### config.mk
export PLATFORM = sky130hd
export DESIGN_NAME = disjoint_rect_set_tracker_unit
export DESIGN_NICKNAME = d
export VERILOG_FILES = /design/src/hw/rtl/drst_pkg.sv /design/src/hw/rtl/disjoint_rect_set_tracker_unit.sv /design/src/hw/rtl/drst_rect_mem.sv /design/src/hw/rtl/drst_ctrl.sv
export SDC_FILE = /design/constraint.sdc
export NUM_CORES = 1
export LEC_CHECK = 0
export BUFFER_PORTS_ARGS = -buffer_cell sky130_fd_sc_hd__buf_2
export CORE_MARGIN = 1.5
export CORE_UTILIZATION = 30
export DETAILED_ROUTE_END_ITERATION = 8
export PLACE_DENSITY = 0.55
export SKIP_LAST_GASP = 1
export SYNTH_ARGS = -nofsm -noshare
export SYNTH_HDL_FRONTEND = slang
export SYNTH_SLANG_ARGS = --single-unit
### constraint.sdc
create_clock -name aclk -period 15.79 [get_ports aclk]
set_input_delay 4.737 -clock aclk [delete_from_list [all_inputs] [get_ports aclk]]
set_output_delay 4.737 -clock aclk [all_outputs]
set_load 0.01 [all_outputs]
### src/hw/rtl/drst_pkg.sv
// Shared types and codes for the disjoint rectangle set tracker.
package drst_pkg;

    // Action codes carried in the input beat.
    localparam logic [1:0] ACT_CLEAR = 2'd0;
    localparam logic [1:0] ACT_CHECK = 2'd1;
    localparam logic [1:0] ACT_ADD   = 2'd2;

    localparam int unsigned COORD_W = 16;
    localparam int unsigned COUNT_W = 5;

    typedef struct packed {
        logic [1:0]                 action;
        logic signed [COORD_W-1:0]  left_x;
        logic signed [COORD_W-1:0]  bottom_y;
        logic signed [COORD_W-1:0]  right_x;
        logic signed [COORD_W-1:0]  top_y;
    } in_beat_t;

    typedef struct packed {
        logic                       no_overlap;
        logic                       overflow;
        logic [COUNT_W-1:0]         stored_count;
        logic signed [COORD_W-1:0]  bound_left;
        logic signed [COORD_W-1:0]  bound_bottom;
        logic signed [COORD_W-1:0]  bound_right;
        logic signed [COORD_W-1:0]  bound_top;
    } out_beat_t;

    // One stored rectangle: left, bottom, right (exclusive), top (exclusive).
    typedef struct packed {
        logic signed [COORD_W-1:0]  l;
        logic signed [COORD_W-1:0]  b;
        logic signed [COORD_W-1:0]  r;
        logic signed [COORD_W-1:0]  t;
    } rect_t;

    typedef enum logic [1:0] {
        ST_IDLE,
        ST_SCAN,
        ST_DONE
    } ctrl_state_t;

    // Strict overlap of half-open intervals in x and in y.
    function automatic logic rects_meet(input rect_t p, input rect_t q);
        rects_meet = ($signed(p.l) < $signed(q.r)) && ($signed(q.l) < $signed(p.r)) &&
                     ($signed(p.b) < $signed(q.t)) && ($signed(q.b) < $signed(p.t));
    endfunction

endpackage

### src/hw/rtl/disjoint_rect_set_tracker_unit.sv
// Top level of the disjoint rectangle set tracker: sequencer plus result register.
//
//  channel | direction | handshake          | beat type
//  --------+-----------+--------------------+---------------------
//  s_      | in        | s_valid / s_ready  | drst_pkg::in_beat_t
//  m_      | out       | m_valid / m_ready  | drst_pkg::out_beat_t
//
// Sequence: a clear beat goes straight from idle to the result; a check or add
// beat first scans the rectangles held when it arrives, at most MAX_RECTS. The
// scan reads one table entry per cycle through the single read port of the
// rectangle memory.
// Reset: aresetn is synchronous, active low; it empties the set, zeros the
// bounding box and drops any pending result. The table itself is not cleared.
// Stalls: a finished result waits in the output register while the next beat
// is taken and scanned; the sequencer holds its result only if that register
// is still full when the next result is ready.
module disjoint_rect_set_tracker_unit #(
    parameter int unsigned MAX_RECTS = 16
) (
    input  logic                 aclk,
    input  logic                 aresetn,
    input  logic                 s_valid,
    output logic                 s_ready,
    input  drst_pkg::in_beat_t   s_payload,
    output logic                 m_valid,
    input  logic                 m_ready,
    output drst_pkg::out_beat_t  m_payload
);

    logic                 out_valid_reg, out_valid_next;
    drst_pkg::out_beat_t  out_beat_reg, out_beat_next;
    logic                 slot_free;
    logic                 res_valid;
    drst_pkg::out_beat_t  res_beat;

    // The output register can take a new result when empty or draining now.
    assign slot_free = !out_valid_reg || m_ready;

    drst_ctrl #(
        .MAX_RECTS (MAX_RECTS)
    ) u_ctrl (
        .aclk      (aclk),
        .aresetn   (aresetn),
        .in_valid  (s_valid),
        .in_ready  (s_ready),
        .in_beat   (s_payload),
        .slot_free (slot_free),
        .res_valid (res_valid),
        .res_beat  (res_beat)
    );

    always_comb begin
        out_valid_next = out_valid_reg;
        out_beat_next  = out_beat_reg;
        if (res_valid) begin
            // load the fresh result; the slot is free by construction
            out_valid_next = 1'b1;
            out_beat_next  = res_beat;
        end else if (m_ready) begin
            // drop the beat once the sink takes it
            out_valid_next = 1'b0;
        end
    end

    always_ff @(posedge aclk) begin
        if (!aresetn) begin
            out_valid_reg <= 1'b0;
        end else begin
            out_valid_reg <= out_valid_next;
        end
    end

    always_ff @(posedge aclk) begin
        out_beat_reg <= out_beat_next;
    end

    assign m_valid   = out_valid_reg;
    assign m_payload = out_beat_reg;

`ifndef NO_ASSERTIONS
    // The sequencer never overwrites a result the sink has not taken.
    a_no_overwrite: assert property (@(posedge aclk) disable iff (!aresetn)
        res_valid |-> slot_free)
        else $error("result produced while output register is occupied");

    // One beat at a time: after an accept the input side is closed.
    a_one_in_flight: assert property (@(posedge aclk) disable iff (!aresetn)
        (s_valid && s_ready) |=> !s_ready)
        else $error("input accepted while a beat is in flight");

    // Overflow only reports a full table.
    a_overflow_full: assert property (@(posedge aclk) disable iff (!aresetn)
        (res_valid && res_beat.overflow) |->
            (res_beat.stored_count == drst_pkg::COUNT_W'(MAX_RECTS)))
        else $error("overflow reported with table not full");

    // A result reaches the port the cycle after it is produced.
    a_result_visible: assert property (@(posedge aclk) disable iff (!aresetn)
        res_valid |=> m_valid)
        else $error("produced result did not appear on the output");
`endif

endmodule

### src/hw/rtl/drst_rect_mem.sv
// Rectangle table: single write port, one registered read port.
module drst_rect_mem #(
    parameter int unsigned MAX_RECTS = 16
) (
    input  logic                                      aclk,
    input  logic                                      rd_en,
    input  logic [(MAX_RECTS > 1 ? $clog2(MAX_RECTS) : 1)-1:0] rd_addr,
    output drst_pkg::rect_t                           rd_data,
    input  logic                                      wr_en,
    input  logic [(MAX_RECTS > 1 ? $clog2(MAX_RECTS) : 1)-1:0] wr_addr,
    input  drst_pkg::rect_t                           wr_data
);

    drst_pkg::rect_t mem [MAX_RECTS];
    drst_pkg::rect_t rd_data_reg;

    always_ff @(posedge aclk) begin
        if (wr_en) begin
            mem[wr_addr] <= wr_data;
        end
    end

    always_ff @(posedge aclk) begin
        if (rd_en) begin
            rd_data_reg <= mem[rd_addr];
        end
    end

    assign rd_data = rd_data_reg;

endmodule

### src/hw/rtl/drst_ctrl.sv
// Scan sequencer: walks the table, tracks count and bounding box, builds the result.
module drst_ctrl #(
    parameter int unsigned MAX_RECTS = 16
) (
    input  logic                   aclk,
    input  logic                   aresetn,
    input  logic                   in_valid,
    output logic                   in_ready,
    input  drst_pkg::in_beat_t     in_beat,
    input  logic                   slot_free,
    output logic                   res_valid,
    output drst_pkg::out_beat_t    res_beat
);

    localparam int unsigned CNT_W = $clog2(MAX_RECTS + 1);
    localparam int unsigned IDX_W = (MAX_RECTS > 1) ? $clog2(MAX_RECTS) : 1;

    drst_pkg::ctrl_state_t state_reg, state_next;
    logic [CNT_W-1:0]      idx_reg, idx_next;
    logic [CNT_W-1:0]      count_reg, count_next;
    logic                  pend_reg, pend_next;
    logic                  hit_reg, hit_next;
    drst_pkg::rect_t       bbox_reg, bbox_next;
    drst_pkg::in_beat_t    item_reg, item_next;

    drst_pkg::rect_t       cur_rect;
    drst_pkg::rect_t       rd_data;
    logic                  rd_en;
    logic                  wr_en;
    logic                  is_add;
    logic                  is_clear;
    logic                  full;

    assign cur_rect = '{l: item_reg.left_x, b: item_reg.bottom_y,
                        r: item_reg.right_x, t: item_reg.top_y};
    assign is_clear = (item_reg.action == drst_pkg::ACT_CLEAR);
    assign is_add   = (item_reg.action == drst_pkg::ACT_ADD);
    assign full     = (count_reg >= CNT_W'(MAX_RECTS));

    drst_rect_mem #(
        .MAX_RECTS (MAX_RECTS)
    ) u_mem (
        .aclk    (aclk),
        .rd_en   (rd_en),
        .rd_addr (idx_reg[IDX_W-1:0]),
        .rd_data (rd_data),
        .wr_en   (wr_en),
        .wr_addr (count_reg[IDX_W-1:0]),
        .wr_data (cur_rect)
    );

    always_ff @(posedge aclk) begin
        if (!aresetn) begin
            state_reg <= drst_pkg::ST_IDLE;
            count_reg <= '0;
            pend_reg  <= 1'b0;
            bbox_reg  <= '0;
        end else begin
            state_reg <= state_next;
            count_reg <= count_next;
            pend_reg  <= pend_next;
            bbox_reg  <= bbox_next;
        end
    end

    always_ff @(posedge aclk) begin
        idx_reg  <= idx_next;
        hit_reg  <= hit_next;
        item_reg <= item_next;
    end

    always_comb begin
        state_next = state_reg;
        idx_next   = idx_reg;
        count_next = count_reg;
        pend_next  = 1'b0;
        hit_next   = hit_reg;
        bbox_next  = bbox_reg;
        item_next  = item_reg;
        in_ready   = 1'b0;
        rd_en      = 1'b0;
        wr_en      = 1'b0;
        res_valid  = 1'b0;

        case (state_reg)
            drst_pkg::ST_IDLE: begin
                in_ready = 1'b1;
                if (in_valid) begin
                    item_next = in_beat;
                    idx_next  = '0;
                    hit_next  = 1'b0;
                    if (in_beat.action == drst_pkg::ACT_CLEAR) begin
                        state_next = drst_pkg::ST_DONE;
                    end else begin
                        state_next = drst_pkg::ST_SCAN;
                    end
                end
            end
            drst_pkg::ST_SCAN: begin
                // issue one read per cycle; compare the entry returned from last cycle
                rd_en     = (idx_reg < count_reg);
                pend_next = rd_en;
                if (rd_en) begin
                    idx_next = idx_reg + 1'b1;
                end
                if (pend_reg && drst_pkg::rects_meet(cur_rect, rd_data)) begin
                    hit_next = 1'b1;
                end
                if (!rd_en) begin
                    state_next = drst_pkg::ST_DONE;
                end
            end
            drst_pkg::ST_DONE: begin
                if (slot_free) begin
                    res_valid  = 1'b1;
                    state_next = drst_pkg::ST_IDLE;
                    if (is_clear) begin
                        count_next = '0;
                    end else if (is_add && !full) begin
                        wr_en      = 1'b1;
                        count_next = count_reg + 1'b1;
                        if (count_reg == '0) begin
                            bbox_next = cur_rect;
                        end else begin
                            if ($signed(cur_rect.l) < $signed(bbox_reg.l)) bbox_next.l = cur_rect.l;
                            if ($signed(cur_rect.b) < $signed(bbox_reg.b)) bbox_next.b = cur_rect.b;
                            if ($signed(cur_rect.r) > $signed(bbox_reg.r)) bbox_next.r = cur_rect.r;
                            if ($signed(cur_rect.t) > $signed(bbox_reg.t)) bbox_next.t = cur_rect.t;
                        end
                    end
                end
            end
            default: begin
                state_next = drst_pkg::ST_IDLE;
            end
        endcase
    end

    always_comb begin
        res_beat.no_overlap   = !is_clear && !hit_reg;
        res_beat.overflow     = is_add && full;
        res_beat.stored_count = drst_pkg::COUNT_W'(count_next);
        res_beat.bound_left   = bbox_next.l;
        res_beat.bound_bottom = bbox_next.b;
        res_beat.bound_right  = bbox_next.r;
        res_beat.bound_top    = bbox_next.t;
    end

endmodule
# Word level (Yosys, flattened, before mapping)
# Memories as Yosys holds them, arrays and structs flattened. A register that Yosys moved wholly into a read port is not among the register bits.
# Index checks and enable logic that the tools add are counted.
dict set report word_totals {
  in_bits 70
  ff_bits 216
  out_inout_bits 73
  memories 1
  ramBits 1024
  word_cells 101
}
# name words width read_ports rd_ports_with_merged_regs wr line
set memory_table {}
lappend memory_table {u_ctrl.u_mem.mem 16 64 1 1 1 drst_rect_mem.sv:14} ;# drst_pkg::rect_t mem [MAX_RECTS];
dict set report op_classes {
  add_sub_neg 2
  n_reduce_logical 22
  n_mux 36
  order_cmp 10
  eq_ne 8
}
# op n
set ops {}
lappend ops {{64-bit two-way mux} 5}
lappend ops {{16-bit less-than comparator} 6}
lappend ops {{16-bit two-way mux} 4}
lappend ops {{16-bit > comparator} 2}
lappend ops {{5-bit two-way mux} 6}
lappend ops {{1-bit two-way mux} 14}
lappend ops {{5-bit by 1-bit adder with 5-bit output (second input constant)} 2}
lappend ops {{5-bit case mux with 2 select lines} 1}
lappend ops {{3-bit AND reduction} 3}
lappend ops {{2-bit two-way mux} 4}
lappend ops {{1-bit logical AND} 7}
lappend ops {{2-bit logical NOT} 3}
lappend ops {{2-bit inequality test (second input constant)} 3}
lappend ops {{2-bit case mux with 3 select lines} 1}
lappend ops {{5-bit >= comparator (second input constant)} 1}
lappend ops {{5-bit logical NOT} 1}
lappend ops {{5-bit less-than comparator} 1}
lappend ops {{2-bit equality test (second input constant)} 2}
lappend ops {{1-bit logical NOT} 4}
lappend ops {{2-bit by 1-bit inequality test with 1-bit output (second input constant)} 2}
lappend ops {{2-bit nonzero test} 2}
lappend ops {{2-bit by 1-bit equality test with 1-bit output (second input constant)} 1}
lappend ops {{1-bit case mux with 2 select lines} 1}
lappend ops {{2-bit AND reduction} 1}
lappend ops {{1-bit logical OR} 1}

# Depth between registers and ports, before layout
dict set report logic_depth {
  word_depth 9
  ltp_mapped 10
  ltp_nobuf 9
}

# Cells and area by module
# A second synthesis with hierarchy kept.
dict set report hier_totals {
  cells_unflattened 2632
  hier_area_um2 51438.1
}
# module cells_each n_inst seq_area_each_um2 area_per_inst_um2
set modules_own_cells {}
lappend modules_own_cells {drst_rect_mem 1647 1 32671.3 40222.3}
lappend modules_own_cells {drst_ctrl 910 1 3603.5 9034.9}
lappend modules_own_cells {disjoint_rect_set_tracker_unit 75 1 2152.1 2180.8}

# Least setup slack after synthesis
# No wires, ideal clock.
dict set report synth_path {
  path_type {in2reg}
  start {input port m_ready}
  end {memory u_ctrl.u_mem.mem[3][0] (netlist name) (enable)}
  arrival_time_ns 9.877
  path_slack_ns 5.348
  setup_time_ns 0.564
  required_time_ns 15.226
  cell_stages 5
  n_path_buf 0
  path_cell_list {nand2b_1 nand2b_1 nor3_2 nand2_1 nor3_1}
}
dict set report synth_via {
  elab_chain_cells 5
}
# item line
set synth_lines {}
lappend synth_lines {{start: declaration} disjoint_rect_set_tracker_unit.sv:26} ;# input logic m_ready,
lappend synth_lines {{1-bit logical OR} disjoint_rect_set_tracker_unit.sv:37} ;# assign slot_free = !out_valid_reg || m_ready;
lappend synth_lines {{1-bit two-way mux} drst_ctrl.sv:114} ;# if (slot_free) begin
lappend synth_lines {{1-bit two-way mux} drst_ctrl.sv:85} ;# case (state_reg)
lappend synth_lines {{1-bit two-way mux} drst_rect_mem.sv:18} ;# if (wr_en) begin
lappend synth_lines {{1-bit two-way mux (implied by the code)} drst_rect_mem.sv:19} ;# mem[wr_addr] <= wr_data;
lappend synth_lines {{end: declaration} drst_rect_mem.sv:14}
# Every way passes these cells.

# Worst setup path after layout
dict set report layout_path {
  start {input port m_ready}
  end {memory u_ctrl.u_mem.mem[15][1] (netlist name) (enable)}
}
# The elaborated chain is that of the path after synthesis.

==> metrics.yaml <==
synthesis:
  synth_fp_nets: 2611
  avgSynthCellArea_um2: 21.2
  synth_cell_types: 58
  synthFlopType: "edfxtp_1"
  yosysWarnings: 0
  netlist_area_mm2: 0.0512
  syn_inst: 2410
  ys_ff_latch: 1304
  synth_async_sr_flop_share_pct: 0
  synth-seq-area-share_pct: 75.1
  synth_edf_count: 1231
route:
  drt_iter0_drc: 2436
  final_antenna_net_count: 0
  drc: 0
  wl_mm: 125
  via_per_inst: 4.88
  wl_per_cell_um: 25.0
  dr.pass1.iters: 5
  num_vias: 24371
sta:
  setup_viol: 0
  fin_ws_ns: 8.06
  fmax_mhz: 129
  hold_viol: 0
  skew_ns: 0.0256
  rsz0062_at_grt: "false"
  tns_ns: 0
  slew_violations: 0
  layout_min_cycle_time_ns: 7.73
  finalCritPeriodShare_pct: 49.0
  relSlewSlack_pct: 18.9
  tightestPinTransition_ns: 1.21
cts:
  post_cts_resized: 0
  clockBufferDepth: 3
  cts_made_buffers: 135
  h-tree-depth: 4
  cts.sinks: 1304
  cts.reportedPaths.clkPinSlew_ns: 0.06
  clk_latency_ns: 0.76
  cts_hold_buf: 0
  root_buffer: "clkbuf_16"
  post_cts_buffers: 0
  cts_tree: "yes"
pwr:
  irDropWorstVdd_mv: 0.0841
  power_density_mw_per_mm2: 127
  p_leak_nw: 19.1
  power.total_mw: 7.53
worst_setup_path:
  worstPathMaxFanout: 51
  slowest_delay_ns: 0.98
  slowest_stage: "nor3_2"
  arrival_ns: 8.09
  cpMostUsedCell: "nand2b_1"
  path_class: "in2reg"
  crit_chain: "buf_2 -> nand2b_1 -> nand2b_1 -> nor3_2 -> nand2_1 -> nor2_4 -> buf_4"
  r2r_cells: 6
  worstPathRequired_ns: 16.15
  cp-end-kind: "register"
  start_kind: "input port"
cells_and_area:
  area_delta_synth_final_pct: 15.7
  fillers: 15582
  largest_reg_flops: 1024
  nets: 2879
  multi_input_area_mm2: 0.0120
  seq_area_mm2: 0.0384
  top_register: "u_ctrl.u_mem.mem"
  drive_above_1_share_pct: 28.4
  postLayoutCellArea_mm2: 0.0592
min_path:
  worst_hold_path_type: "reg2reg"
  whs_path_depth: 2
grt:
  grt_max_degree: 69
  grt-ovfl-total: 0
  grt_first_pass_wirelength_mm: 179
  grt.total_usage_pct: 14.4
  antenna_found_initial: 14
  grt_pass1_vias: 24468
placement:
  port_buffers: 142
  place_ws_ns: 7.28
  placed_area_mm2: 0.0550
  gp_congestion: 0.769
  dp_hpwl_mm: 78.5
floorplanning:
  fp.dieH_um: 416
  die_x_um: 416
  rows: 151
  dieArea_mm2: 0.173
  coreArea_mm2: 0.169
  ios: 143
  start_util_pct: 30.2
run_status:
  run_status: "finished, final reports clean"
job:
  drv_cap: 0
==> layer usage <==
| layer | global-route usage [%] | wire length (um) | share of wire [%] | up-vias |
|---|---|---|---|---|
| met5 | 0 | 0 | 0 | - |
| met4 | 4.06 | 2780 | 2.2 | 0 |
| met3 | 3.53 | 9110 | 7.3 | 155 |
| met2 | 21.1 | 55600 | 44 | 743 |
| met1 | 21.0 | 57600 | 46 | 13053 |
| li1 | - | - | - | 10420 |
==> through the flow <==
| step | util, % | hold slack, ns | instances |
|---|---|---|---|
| 5_1_grt | 34.9 | 0.500 | 4996 |
| 4_1_cts | 34.9 | 0.478 | 4996 |
| 6_report | 34.9 | 0.474 | 4997 |
| 2_1_floorplan | - | 0.444 | 2410 |
| 3_5_place_dp | 32.5 | 0.469 | 4759 |
| 3_3_place_gp | 32.5 | 0.457 | 4759 |
==> synthesized netlist by cell type (3+ instances only) <==
cell | count | area [um^2]
a2111oi_0 | 3 | 26.3
a211o_1 | 4 | 35.0
a211oi_1 | 3 | 22.5
a21o_1 | 28 | 210
a21oi_1 | 24 | 120
a22o_1 | 16 | 140
a31oi_1 | 3 | 18.8
and2_1 | 33 | 206
and4_1 | 8 | 70.1
buf_1 | 24 | 90.1
buf_2 | 5 | 25.0
clkbuf_1 | 57 | 214
dfxtp_1 | 73 | 1460
edfxtp_1 | 1231 | 37000
ha_1 | 131 | 1640
inv_1 | 137 | 514
mux2_2 | 34 | 383
mux2i_1 | 49 | 490
mux4_2 | 320 | 7210
nand2_1 | 54 | 203
nand2b_1 | 15 | 93.8
nand3_1 | 7 | 35.0
nand4_1 | 16 | 100
nor2_1 | 40 | 150
nor2b_1 | 3 | 18.8
nor3_1 | 18 | 90.1
o21a_1 | 7 | 52.6
o21ai_0 | 19 | 95.1
or2_2 | 3 | 18.8
or3_1 | 4 | 25.0
xnor2_1 | 4 | 35.0
xor2_1 | 3 | 26.3
==> worst paths after layout <==
| kind | to | slack, ns | from |
|---|---|---|---|
| setup / recovery | u_ctrl.u_mem.mem[15][1] | 8.06 | m_ready |
| hold / removal | u_ctrl.bbox_reg[54] | 0.47 | u_ctrl.bbox_reg[54] |
| setup reg to reg | u_ctrl.u_mem.rd_data[63] | 10.72 | u_ctrl.idx_reg[0] |
| hold reg to reg | u_ctrl.bbox_reg[54] | 0.47 | u_ctrl.bbox_reg[54] |
==> worst max-delay path: cells and delay by family <==
family / cells / cell delay [ns]
buffers and inverters: 2 / 0.79
AND/OR/NAND/NOR: 5 / 2.43
==> placed cells by master, fill, tap and decap left out, types with 28 or more instances in the layout <==
master,n
and2_1,33
ha_1,131
mux2_2,34
nor2_1,28
buf_2,142
a21o_1,28
nand2_1,54
mux2i_1,49
clkbuf_1,34
dfxtp_1,73
inv_1,135
clkbuf_16,140
edfxtp_1,1231
buf_4,78
mux4_2,320
==> final cells by class <==
cell class                      count  area share (%)
Antenna cell                        1         0.00423
Clock buffer                      177            6.20
Clock inverter                     60           0.833
Inverter                          138           0.884
Multi-Input combinational cell    878            20.2
Sequential cell                  1304            64.9
Tap cell                         2218            4.69
Timing Repair Buffer              221            2.22
==> report_power, final <==
group          total (mW)  internal, mW  switching [mW]
clock network        3.04          1.74            1.30
registers            3.91          3.85          0.0537
logic               0.581         0.247           0.334
total                7.53          5.83            1.69
==> cells by family after synthesis <==
family	share of synthesized area, %
mux	15.9
simple gates	2.11
fa+ha+maj	3.20
compound gates	1.85
flops	75.1
buf+inv	1.75
xor+xnor	0.120
(Power assumes the default switching activity.)
